--- config.mk ---
export PLATFORM = sky130hd
export DESIGN_NAME = box_uv_projection
export DESIGN_NICKNAME = d
export VERILOG_FILES = /design/src/design/bup_pkg.sv /design/src/design/box_uv_projection.sv /design/src/design/bup_front.sv /design/src/design/bup_cell.sv /design/src/design/bup_back.sv
export SDC_FILE = /design/constraint.sdc
export NUM_CORES = 2
export LEC_CHECK = 0
export BUFFER_PORTS_ARGS = -buffer_cell sky130_fd_sc_hd__clkbuf_2
export CAP_MARGIN = 20
export CORE_MARGIN = 3
export CORE_UTILIZATION = 40
export CTS_BUF_LIST = sky130_fd_sc_hd__clkbuf_16
export CTS_CLUSTER_DIAMETER = 200
export DETAILED_ROUTE_END_ITERATION = 7
export PLACE_DENSITY = 0.53
export SLEW_MARGIN = 10
export SYNTH_ARGS = -nofsm -noshare
export SYNTH_HDL_FRONTEND = slang
export SYNTH_SLANG_ARGS = --single-unit
--- constraint.sdc ---
create_clock -name clk -period 7.2 [get_ports clk]
set_clock_uncertainty 0.2 [all_clocks]
set_input_delay 1.8 -clock clk [delete_from_list [all_inputs] [get_ports clk]]
set_output_delay 1.8 -clock clk [all_outputs]
set_load 0.01 [all_outputs]
--- src/design/bup_pkg.sv ---
// Shared types and constants for the box UV projection block.
// Holds field widths, register indexes, side codes and the word structs.
// No dependencies.
package bup_pkg;

	localparam int POS_WIDTH     = 24;
	localparam int POS_FRAC      = 8;
	localparam int UV_FRAC       = 16;
	localparam int NORM_WIDTH    = 16;
	localparam int CFG_IDX_WIDTH = 3;

	localparam logic [CFG_IDX_WIDTH-1:0] REG_MIN_X  = 3'd0;
	localparam logic [CFG_IDX_WIDTH-1:0] REG_MIN_Y  = 3'd1;
	localparam logic [CFG_IDX_WIDTH-1:0] REG_MIN_Z  = 3'd2;
	localparam logic [CFG_IDX_WIDTH-1:0] REG_SIZE_X = 3'd3;
	localparam logic [CFG_IDX_WIDTH-1:0] REG_SIZE_Y = 3'd4;
	localparam logic [CFG_IDX_WIDTH-1:0] REG_SIZE_Z = 3'd5;

	localparam logic [2:0] SIDE_TOP    = 3'd0;
	localparam logic [2:0] SIDE_BOTTOM = 3'd1;
	localparam logic [2:0] SIDE_LEFT   = 3'd2;
	localparam logic [2:0] SIDE_RIGHT  = 3'd3;
	localparam logic [2:0] SIDE_BACK   = 3'd4;
	localparam logic [2:0] SIDE_FRONT  = 3'd5;

	typedef struct packed {
		logic signed [POS_WIDTH-1:0]  pos_x;
		logic signed [POS_WIDTH-1:0]  pos_y;
		logic signed [POS_WIDTH-1:0]  pos_z;
		logic signed [NORM_WIDTH-1:0] normal_x;
		logic signed [NORM_WIDTH-1:0] normal_y;
		logic signed [NORM_WIDTH-1:0] normal_z;
	} in_word_t;

	typedef struct packed {
		logic [UV_FRAC:0] tex_u;
		logic [UV_FRAC:0] tex_v;
		logic [2:0]       box_side;
	} out_word_t;

	typedef struct packed {
		logic signed [POS_WIDTH-1:0] min_x;
		logic signed [POS_WIDTH-1:0] min_y;
		logic signed [POS_WIDTH-1:0] min_z;
		logic [POS_WIDTH-1:0]        size_x;
		logic [POS_WIDTH-1:0]        size_y;
		logic [POS_WIDTH-1:0]        size_z;
	} cfg_t;

	typedef struct packed {
		logic [POS_WIDTH-1:0] rem;
		logic [POS_WIDTH-1:0] sz;
		logic [UV_FRAC-1:0]   quo;
		logic                 sat_zero;
		logic                 sat_one;
		logic                 flip;
	} lane_t;

	typedef struct packed {
		lane_t      u;
		lane_t      v;
		logic [2:0] side;
	} stage_t;

endpackage

--- src/design/box_uv_projection.sv ---
// Top level of the box UV projection block: configuration registers and the cell chain.
// Depends on bup_pkg, bup_front, bup_cell and bup_back.
//
//   channel  direction  payload              handshake
//   in       in         in_word  (in_word_t)  in_valid / in_ready
//   out      out        out_word (out_word_t) out_valid / out_ready
//   cfg      in         cfg_index, cfg_data   cfg_valid / cfg_ready
//
// One word per cycle sustained while out_ready is high; the front stage, the chain of divider
// cells (one quotient bit per cell for both coordinates) and the back stage are all registered.
// Reset clears every stage valid and loads minima 0 and sizes 1.0.
// A stalled output holds its word; upstream stages close up bubbles, then in_ready drops.
// cfg_ready is always high; writes to indexes beyond size_z are dropped.
module box_uv_projection #(
	parameter int POS_FRAC = bup_pkg::POS_FRAC
) (
	input  logic                                 clk,
	input  logic                                 arst_n,
	input  logic                                 in_valid,
	output logic                                 in_ready,
	input  bup_pkg::in_word_t                    in_word,
	output logic                                 out_valid,
	input  logic                                 out_ready,
	output bup_pkg::out_word_t                   out_word,
	input  logic                                 cfg_valid,
	output logic                                 cfg_ready,
	input  logic [bup_pkg::CFG_IDX_WIDTH-1:0]    cfg_index,
	input  logic [bup_pkg::POS_WIDTH-1:0]        cfg_data
);

	localparam int NCELL = bup_pkg::UV_FRAC;
	localparam logic [bup_pkg::POS_WIDTH-1:0] SIZE_ONE =
		{{(bup_pkg::POS_WIDTH-1){1'b0}}, 1'b1} << POS_FRAC;

	bup_pkg::cfg_t   cfg_q;
	bup_pkg::stage_t chain_word [0:NCELL];
	logic            chain_valid [0:NCELL];
	logic            chain_ready [0:NCELL];

	assign cfg_ready = 1'b1;

	always_ff @(posedge clk or negedge arst_n) begin
		if (!arst_n) begin
			cfg_q.min_x  <= '0;
			cfg_q.min_y  <= '0;
			cfg_q.min_z  <= '0;
			cfg_q.size_x <= SIZE_ONE;
			cfg_q.size_y <= SIZE_ONE;
			cfg_q.size_z <= SIZE_ONE;
		end else if (cfg_valid && cfg_ready) begin
			case (cfg_index)
				bup_pkg::REG_MIN_X:  cfg_q.min_x  <= cfg_data;
				bup_pkg::REG_MIN_Y:  cfg_q.min_y  <= cfg_data;
				bup_pkg::REG_MIN_Z:  cfg_q.min_z  <= cfg_data;
				bup_pkg::REG_SIZE_X: cfg_q.size_x <= cfg_data;
				bup_pkg::REG_SIZE_Y: cfg_q.size_y <= cfg_data;
				bup_pkg::REG_SIZE_Z: cfg_q.size_z <= cfg_data;
				default: ;
			endcase
		end
	end

	bup_front #(
		.POS_FRAC(POS_FRAC)
	) u_front (
		.clk      (clk),
		.arst_n   (arst_n),
		.cfg      (cfg_q),
		.up_valid (in_valid),
		.up_ready (in_ready),
		.up_word  (in_word),
		.dn_valid (chain_valid[0]),
		.dn_ready (chain_ready[0]),
		.dn_word  (chain_word[0])
	);

	for (genvar i = 0; i < NCELL; i++) begin : g_cell
		bup_cell u_cell (
			.clk      (clk),
			.arst_n   (arst_n),
			.up_valid (chain_valid[i]),
			.up_ready (chain_ready[i]),
			.up_word  (chain_word[i]),
			.dn_valid (chain_valid[i+1]),
			.dn_ready (chain_ready[i+1]),
			.dn_word  (chain_word[i+1])
		);
	end

	bup_back u_back (
		.clk      (clk),
		.arst_n   (arst_n),
		.up_valid (chain_valid[NCELL]),
		.up_ready (chain_ready[NCELL]),
		.up_word  (chain_word[NCELL]),
		.dn_valid (out_valid),
		.dn_ready (out_ready),
		.dn_word  (out_word)
	);

`ifndef SYNTHESIS
	localparam logic [bup_pkg::UV_FRAC:0] UV_ONE = {1'b1, {bup_pkg::UV_FRAC{1'b0}}};

	a_empty_takes: assert property (@(posedge clk) disable iff (!arst_n)
		!out_valid |-> in_ready)
		else $error("input stalled while output register empty");

	a_uv_range: assert property (@(posedge clk) disable iff (!arst_n)
		out_valid |-> (out_word.tex_u <= UV_ONE) && (out_word.tex_v <= UV_ONE))
		else $error("texture coordinate beyond 1.0");

	a_side_range: assert property (@(posedge clk) disable iff (!arst_n)
		out_valid |-> out_word.box_side <= bup_pkg::SIDE_FRONT)
		else $error("box side code out of range");
`endif

endmodule

--- src/design/bup_front.sv ---
// Entry stage: picks the box side from the normal and sets up both divider lanes.
// Depends on bup_pkg.
module bup_front #(
	parameter int POS_FRAC = bup_pkg::POS_FRAC
) (
	input  logic              clk,
	input  logic              arst_n,
	input  bup_pkg::cfg_t     cfg,
	input  logic              up_valid,
	output logic              up_ready,
	input  bup_pkg::in_word_t up_word,
	output logic              dn_valid,
	input  logic              dn_ready,
	output bup_pkg::stage_t   dn_word
);

	function automatic logic [bup_pkg::NORM_WIDTH:0] abs_n(
		input logic signed [bup_pkg::NORM_WIDTH-1:0] n
	);
		logic [bup_pkg::NORM_WIDTH:0] e;
		e = {n[bup_pkg::NORM_WIDTH-1], n};
		return e[bup_pkg::NORM_WIDTH] ? (~e + 1'b1) : e;
	endfunction

	function automatic bup_pkg::lane_t make_lane(
		input logic signed [bup_pkg::POS_WIDTH-1:0] pos,
		input logic signed [bup_pkg::POS_WIDTH-1:0] mn,
		input logic [bup_pkg::POS_WIDTH-1:0]        size,
		input logic                                 flip
	);
		logic [bup_pkg::POS_WIDTH:0]   d;
		logic [bup_pkg::POS_WIDTH-1:0] sz;
		bup_pkg::lane_t                l;
		d  = {pos[bup_pkg::POS_WIDTH-1], pos} - {mn[bup_pkg::POS_WIDTH-1], mn};
		sz = (size == '0) ? ({{(bup_pkg::POS_WIDTH-1){1'b0}}, 1'b1} << POS_FRAC) : size;
		l.rem      = d[bup_pkg::POS_WIDTH-1:0];
		l.sz       = sz;
		l.quo      = '0;
		l.sat_zero = d[bup_pkg::POS_WIDTH] || (d == '0);
		l.sat_one  = d[bup_pkg::POS_WIDTH-1:0] >= sz;
		l.flip     = flip;
		return l;
	endfunction

	logic [bup_pkg::NORM_WIDTH:0] ax, ay, az;
	logic                         px_pos, py_pos, pz_pos;
	logic [2:0]                   side;
	logic                         u_on_y, v_on_z, flip_u, flip_v;
	bup_pkg::stage_t              nxt;
	bup_pkg::stage_t              word_s1;
	logic                         valid_s1;

	always_comb begin
		ax = abs_n(up_word.normal_x);
		ay = abs_n(up_word.normal_y);
		az = abs_n(up_word.normal_z);
		px_pos = !up_word.normal_x[bup_pkg::NORM_WIDTH-1] && (up_word.normal_x != '0);
		py_pos = !up_word.normal_y[bup_pkg::NORM_WIDTH-1] && (up_word.normal_y != '0);
		pz_pos = !up_word.normal_z[bup_pkg::NORM_WIDTH-1] && (up_word.normal_z != '0);
		if (az > ax && az > ay) begin
			side = pz_pos ? bup_pkg::SIDE_TOP : bup_pkg::SIDE_BOTTOM;
		end else if (az > ax || ay > ax) begin
			side = py_pos ? bup_pkg::SIDE_RIGHT : bup_pkg::SIDE_LEFT;
		end else begin
			side = px_pos ? bup_pkg::SIDE_FRONT : bup_pkg::SIDE_BACK;
		end
		u_on_y = (side == bup_pkg::SIDE_BACK) || (side == bup_pkg::SIDE_FRONT);
		v_on_z = !((side == bup_pkg::SIDE_TOP) || (side == bup_pkg::SIDE_BOTTOM));
		flip_u = (side == bup_pkg::SIDE_BOTTOM) || (side == bup_pkg::SIDE_LEFT) ||
			(side == bup_pkg::SIDE_FRONT);
		flip_v = v_on_z;
		nxt.side = side;
		nxt.u = u_on_y ? make_lane(up_word.pos_y, cfg.min_y, cfg.size_y, flip_u)
			: make_lane(up_word.pos_x, cfg.min_x, cfg.size_x, flip_u);
		nxt.v = v_on_z ? make_lane(up_word.pos_z, cfg.min_z, cfg.size_z, flip_v)
			: make_lane(up_word.pos_y, cfg.min_y, cfg.size_y, flip_v);
	end

	assign up_ready = !valid_s1 || dn_ready;
	assign dn_valid = valid_s1;
	assign dn_word  = word_s1;

	always_ff @(posedge clk or negedge arst_n) begin
		if (!arst_n) begin
			valid_s1 <= 1'b0;
		end else if (up_ready) begin
			valid_s1 <= up_valid;
		end
	end

	always_ff @(posedge clk) begin
		if (up_ready && up_valid) begin
			word_s1 <= nxt;
		end
	end

endmodule

--- src/design/bup_cell.sv ---
// Divider cell: one restoring quotient bit for each of the two lanes per stage.
// Depends on bup_pkg.
module bup_cell (
	input  logic            clk,
	input  logic            arst_n,
	input  logic            up_valid,
	output logic            up_ready,
	input  bup_pkg::stage_t up_word,
	output logic            dn_valid,
	input  logic            dn_ready,
	output bup_pkg::stage_t dn_word
);

	function automatic bup_pkg::lane_t step(input bup_pkg::lane_t l);
		logic [bup_pkg::POS_WIDTH:0] t;
		logic [bup_pkg::POS_WIDTH:0] diff;
		logic                        bit_q;
		bup_pkg::lane_t              r;
		t     = {l.rem, 1'b0};
		diff  = t - {1'b0, l.sz};
		bit_q = t >= {1'b0, l.sz};
		r     = l;
		r.rem = bit_q ? diff[bup_pkg::POS_WIDTH-1:0] : t[bup_pkg::POS_WIDTH-1:0];
		r.quo = {l.quo[bup_pkg::UV_FRAC-2:0], bit_q};
		return r;
	endfunction

	bup_pkg::stage_t nxt;
	bup_pkg::stage_t word_s1;
	logic            valid_s1;

	always_comb begin
		nxt      = up_word;
		nxt.u    = step(up_word.u);
		nxt.v    = step(up_word.v);
	end

	assign up_ready = !valid_s1 || dn_ready;
	assign dn_valid = valid_s1;
	assign dn_word  = word_s1;

	always_ff @(posedge clk or negedge arst_n) begin
		if (!arst_n) begin
			valid_s1 <= 1'b0;
		end else if (up_ready) begin
			valid_s1 <= up_valid;
		end
	end

	always_ff @(posedge clk) begin
		if (up_ready && up_valid) begin
			word_s1 <= nxt;
		end
	end

endmodule

--- src/design/bup_back.sv ---
// Output stage: applies saturation and side flips, then holds the result word.
// Depends on bup_pkg.
module bup_back (
	input  logic               clk,
	input  logic               arst_n,
	input  logic               up_valid,
	output logic               up_ready,
	input  bup_pkg::stage_t    up_word,
	output logic               dn_valid,
	input  logic               dn_ready,
	output bup_pkg::out_word_t dn_word
);

	localparam logic [bup_pkg::UV_FRAC:0] ONE = {1'b1, {bup_pkg::UV_FRAC{1'b0}}};

	function automatic logic [bup_pkg::UV_FRAC:0] finish(input bup_pkg::lane_t l);
		logic [bup_pkg::UV_FRAC:0] q;
		if (l.sat_zero) begin
			q = '0;
		end else if (l.sat_one) begin
			q = ONE;
		end else begin
			q = {1'b0, l.quo};
		end
		return l.flip ? (ONE - q) : q;
	endfunction

	bup_pkg::out_word_t nxt;
	bup_pkg::out_word_t word_s1;
	logic               valid_s1;

	always_comb begin
		nxt.tex_u    = finish(up_word.u);
		nxt.tex_v    = finish(up_word.v);
		nxt.box_side = up_word.side;
	end

	assign up_ready = !valid_s1 || dn_ready;
	assign dn_valid = valid_s1;
	assign dn_word  = word_s1;

	always_ff @(posedge clk or negedge arst_n) begin
		if (!arst_n) begin
			valid_s1 <= 1'b0;
		end else if (up_ready) begin
			valid_s1 <= up_valid;
		end
	end

	always_ff @(posedge clk) begin
		if (up_ready && up_valid) begin
			word_s1 <= nxt;
		end
	end

endmodule
; Yosys cells after proc, flatten, opt, wreduce, memory -nomap -nowiden
; Index checks and enable logic that the tools add are counted.
[word_totals]
ff_bits = 2160
latchBits = 0
ramBits = 0
romBits = 0
memories = 0
[classes]
n_addsub = 38
multipliers = 0
div_mod_pow = 0
order_cmp = 38
n_eq_ne = 9
shifts = 0
n_mux = 49
bitwise = 3
n_reduce_logical = 87
[ops]
columns = operator, n
row1 = $ge 25x24->1, 32
row2 = $mux 24, 33
row3 = $sub 24x24->24, 30
row4 = $mux 17, 9
row5 = $mux 67, 2
row6 = $logic_not 25->1, 3
row7 = $sub 24x24->25, 3
row8 = $ge 24x24->1, 3
row9 = $logic_not 24->1, 3
row10 = $add 17x1->17 const B, 3
row11 = $gt 17x17->1, 3
row12 = $not 17->17, 3
row13 = $reduce_bool 16->1, 3
row14 = $sub 17x17->17 const A, 2
row15 = $logic_or 1x1->1, 26
row16 = $logic_and 1x1->1, 22
row17 = $logic_not 1->1, 22
row18 = $eq 3x3->1 const B, 4
row19 = $reduce_and 2->1, 6
row20 = $eq 3x2->1 const B, 3
row21 = $eq 3x1->1 const B, 2
row22 = $logic_not 3->1, 2
row23 = $mux 3, 2
row24 = $mux 1, 3

; Depth between registers and ports, before layout
[logic_depth]
word_depth = 20
mapped_depth = 21
mapped_depth_nobuf = 21

; Cells and area by module
; From an unflattened synthesis, not the netlist that was laid out.
[hier_totals]
cells_unflattened = 11891
area_unflattened_um2 = 138510.3
[by_module_without_submodules]
columns = mod, instances, cells_per_inst, area_per_inst_um2, seq_area_each_um2
row1 = bup_cell, 16, 613, 7338.3, 4139.0
row2 = bup_front, 1, 1568, 13180.1, 3178.0
row3 = box_uv_projection, 1, 312, 5705.5, 3607.2
row4 = bup_back, 1, 203, 2212.1, 1136.1

; Least setup slack after synthesis
; No wires, ideal clock.
[synth_timing]
path_kind = input to register
start = input port out_ready
end = register g_cell[12].u_cell.word_s1 (netlist bit g_cell[12].u_cell.dn_word[0]), enable pin
t_arrival_ns = 7.841
required_time_ns = 6.362
slack_ns = -1.479
cell_stages = 4
path_buffers = 0
path_cell_list = nor2b_1 nand3_1 nor2_1 nor2b_1
[synth_between]
elab_chain_cells = 6
[synth_lines]
columns = element, line_no
row1 = from (decl), box_uv_projection.sv:23  ; input logic out_ready,
row2 = $logic_or 1x1->1, bup_back.sv:38  ; assign up_ready = !valid_s1 || dn_ready;
row3 = $logic_or 1x1->1 (4 in series), bup_cell.sv:38  ; assign up_ready = !valid_s1 || dn_ready;
row4 = $logic_and 1x1->1, bup_cell.sv:51  ; if (up_ready && up_valid) begin
row5 = to (signal assigned), bup_cell.sv:52  ; word_s1 <= nxt;
row6 = to (decl), bup_cell.sv:29  ; bup_pkg::stage_t word_s1;
; Every way passes these cells.
; A chain may end at the register's enable or synchronous reset.

; Worst setup path in the final report
[layout_timing]
start = input port out_ready
end = output port in_ready
[layout_between]
elab_chain_cells = 18
[layout_lines]
columns = element, line_no
row1 = $logic_or 1x1->1, bup_back.sv:38
row2 = $logic_or 1x1->1 (16 in series), bup_cell.sv:38
row3 = $logic_or 1x1->1, bup_front.sv:79  ; assign up_ready = !valid_s1 || dn_ready;
row4 = to (decl), box_uv_projection.sv:20  ; output logic in_ready,
; Every way passes these cells.

==> metrics.md <==
| Metric | Value |
|---|---|
| Initial core utilization | `0.4026` |
| Most frequent cell after synthesis | `edfxtp_1` |
| Share of cells above drive strength 1 | `0.09313` |
| WL/cell | `18.35 um` |
| H-tree level count | `4` |
| Count of hold-fix buffers inserted at cts | `0` |
| Port-buffer cells | `190` |
| Num CTS Buffers | `240` |
| Slew HR | `0.3261` |
| Io pins | `192` |
| Hold worst-path end | `g_cell[7].u_cell.dn_word[72]` |
| Highest-delay cell along the critical path | `nor3_1` |
| Resize count post-CTS | `0` |
| Area leader, netlist | `edfxtp_1` |
| Setup TNS | `0 ns` |
| Non-Filler Instances | `15035` |
| Critical Path End Type | `primary output` |
| GP Congestion | `0.9254` |
| Setup Crit Path Kind | `in2out` |
| Via count | `77969` |
| Core area | `294300 um2` |
| Worst setup SP type | `input pin` |
| Worst setup path startpoint | `out_ready` |
| Clock-pin slew on the worst setup and hold paths | `0.06 ns` |
| Crit Reg-Reg Endpoint | `u_front.dn_word[4]` |
| Max stage delay on crit path | `0.49 ns` |
| Yosys Warn Count | `0` |
| Vias in the first global route | `79640` |
| Ys flop type | `edfxtp_1` |
| Number of remaining DRC errors | `0` |
| Hold slack | `0.1561 ns` |
| # fillers | `26791` |
| Nets@finish | `12061` |
| CTS sink cnt | `2160` |
| Worst reg2reg setup slack | `2.28 ns` |
| Drt pass-1 iters | `6` |
| Number of max-cap violations | `0` |
| Final setup vio count | `0` |
| GRT Overall Usage | `0.1802` |
| Postcts setup bufs | `0` |
| Die W | `550.3 um` |
| Max VDD drop | `229.6 uV` |
| Post-route ant nets | `0` |
| Slew @ Worst Pin | `1.008 ns` |
| Largest net degree at the start of global routing | `84` |
| HP Class | `reg2reg` |
| Num rows | `199` |
| Clk_lat worst skew | `0.92 ns` |
| Via-per-instance ratio | `5.186` |
| LEAKAGE | `54.73 nW` |
| Status | `finished clean` |
| Cells along the critical path | `clkbuf_2 -> nor2b_1 -> buf_4 -> nand3_1 -> nor2_1 -> nand2_1 -> nor3_1 -> nand2_1 -> nor2_1 -> nand4_1 -> clkbuf_2` |
| Hold path cells | `0` |
| WP data required | `5.20 ns` |
| Post-synthesis area per instance | `11.20 um2` |
| DRT Wirelength | `275.9 mm` |
| Crit-path max FO | `5` |
| Hold wc startpoint | `g_cell[6].u_cell.dn_word[72]` |
| Placed Area | `124500 um2` |
| DIE HEIGHT | `550.3 um` |
| Design area | `132500 um2` |
| Tcrit/Tclk final | `0.8802` |
| DIE AREA | `302800 um2` |
| CTS tree | `yes` |
| Post-synth top area share | `0.5063` |
| Power Density | `461.7 nW/um2` |
| Yosys cell types | `89` |
| #FFs+latches synth | `2160` |
| Gate Count Post-Synth | `10576` |
| Global-route wire length before repair | `437.4 mm` |
| Synth async-reset ratio | `0.07500` |
| Max Slew Vio Count | `0` |
| Synthesis-to-layout area growth | `11.85%` |
| Final min period | `6.338 ns` |
| CTS Root Cell | `clkbuf_16` |
| RSZ-0062 raised after global routing | `false` |
| Mapped Area | `118500 um2` |
| Worst r2r src | `cfg_q[73]` |
| Total gr overflow | `0` |
| Register area share after synthesis | `0.5406` |
| Post-synth EDFFs | `1998` |
| Placed cells | `14591` |
| Power Total | `61.19 mW` |
| Post-DP HPWL | `215.6 mm` |
| Number of hold violations in the final report | `0` |
| Arr. time, crit path | `4.34 ns` |
| Iteration-0 DRC Markers | `4354` |
| Initial antenna violation count | `3` |
| Fmax | `0.1578 GHz` |
| Top cells by area, synth | `edfxtp_1 (51%), ha_1 (10%), inv_1 (3.9%)` |
| Post-synth top cells | `edfxtp_1 (1998), inv_1 (1234), ha_1 (962)` |
| CTS max path bufs | `4` |
| R2r worst-path depth | `19` |
-- through the flow --
step | setup WS [ns] | util
floorplan | 1.087 | -
global placement | 0.4454 | 0.4231
detailed placement | 0.4391 | 0.4231
CTS | 0.9168 | 0.4503
global route | 0.6584 | 0.4503
finish | 0.8623 | 0.4504
-- where the power goes --
group | total [mW] | leakage (nW) | internal (mW) | switching (mW)
clock | 12.4 | 4.09 | 7.37 | 5.01
combinational | 27.1 | 29.2 | 11.5 | 15.6
sequential | 21.7 | 21.5 | 19.6 | 2.15
-- how the worst max path moves through the flow --
stage                     cells after the start                            to
after floorplan                               4  g_cell[12].u_cell.dn_word[0]
after global placement                       16           u_front.dn_word[89]
after detailed placement                     16          u_front.dn_word[134]
after CTS                                    11                      in_ready
after global routing                         11                      in_ready
final                                        11                      in_ready
-- sequential cells by signal (all words and copies together) (netlist names) --
signal and count:
g_cell.u_cell.dn_valid 16, cfg_q 144, u_front.dn_valid 1, g_cell.u_cell.dn_word 1856, u_front.dn_word 105, u_back.dn_word 37, u_back.dn_valid 1
-- layout make-up --
class | instances | area (um2) | area share
flip-flops and latches | 2160 | 64060 | 0.4833
multi-input cells | 7001 | 49300 | 0.3719
clock buffers | 244 | 6106 | 0.04607
well taps | 3919 | 4903 | 0.03700
inverters | 1234 | 4632 | 0.03495
clock inverters | 198 | 1908 | 0.01440
repair buffers | 277 | 1635 | 0.01234
diodes | 2 | 5.005 | 0.00003776
-- critical path, delay by kind of cell --
kind / cells / cell delay [ns]
buf+inv: 3 / 0.58
simple gates: 8 / 1.95
-- cell usage in the layout, fill, tap and decap left out, drive strengths merged, types with 31 or more instances in the layout --
cell    Yosys  final
buf        26     88
nor2b     126    126
nor4       63     63
a21o      335    335
a211oi     40     40
xor2      271    271
clkinv      0     96
ha        962    962
dfrtp     159    159
xnor2     396    396
nand4     146    146
nor2      580    580
o31ai      74     74
o31a       31     31
a21oi     776    776
bufinv      0     35
edfxtp   1998   1998
o21a       96     96
o21ai     799    799
a31o       34     34
nand2b    139    139
o211ai     39     39
mux2      261    261
or2        71     71
or3        43     43
and3       58     58
o21bai     70     70
nand2     819    819
fa         33     33
nor3      175    175
inv      1234   1290
nand3     137    137
clkbuf    160    433
and2       44     44
a21boi     52     52
a31oi      63     63
-- per-layer routing --
layer	track usage	part of all wire	vias up
met5	0	0	-
met4	0.07026	0.042	0
met3	0.02304	0.033	564
met2	0.3320	0.51	1439
met1	0.2116	0.41	37097
li1	-	-	38869
-- cell families after synthesis --
family / Yosys count / synth area share
fa+ha+maj: 996 / 0.1072
other cells: 2 / 0.00006338
compound gates: 2578 / 0.1322
simple gates: 2485 / 0.09980
buf+inv: 1420 / 0.04542
xor+xnor: 667 / 0.04936
flops: 2160 / 0.5406
mux: 268 / 0.02539
Power figures use the tool's default switching activity.
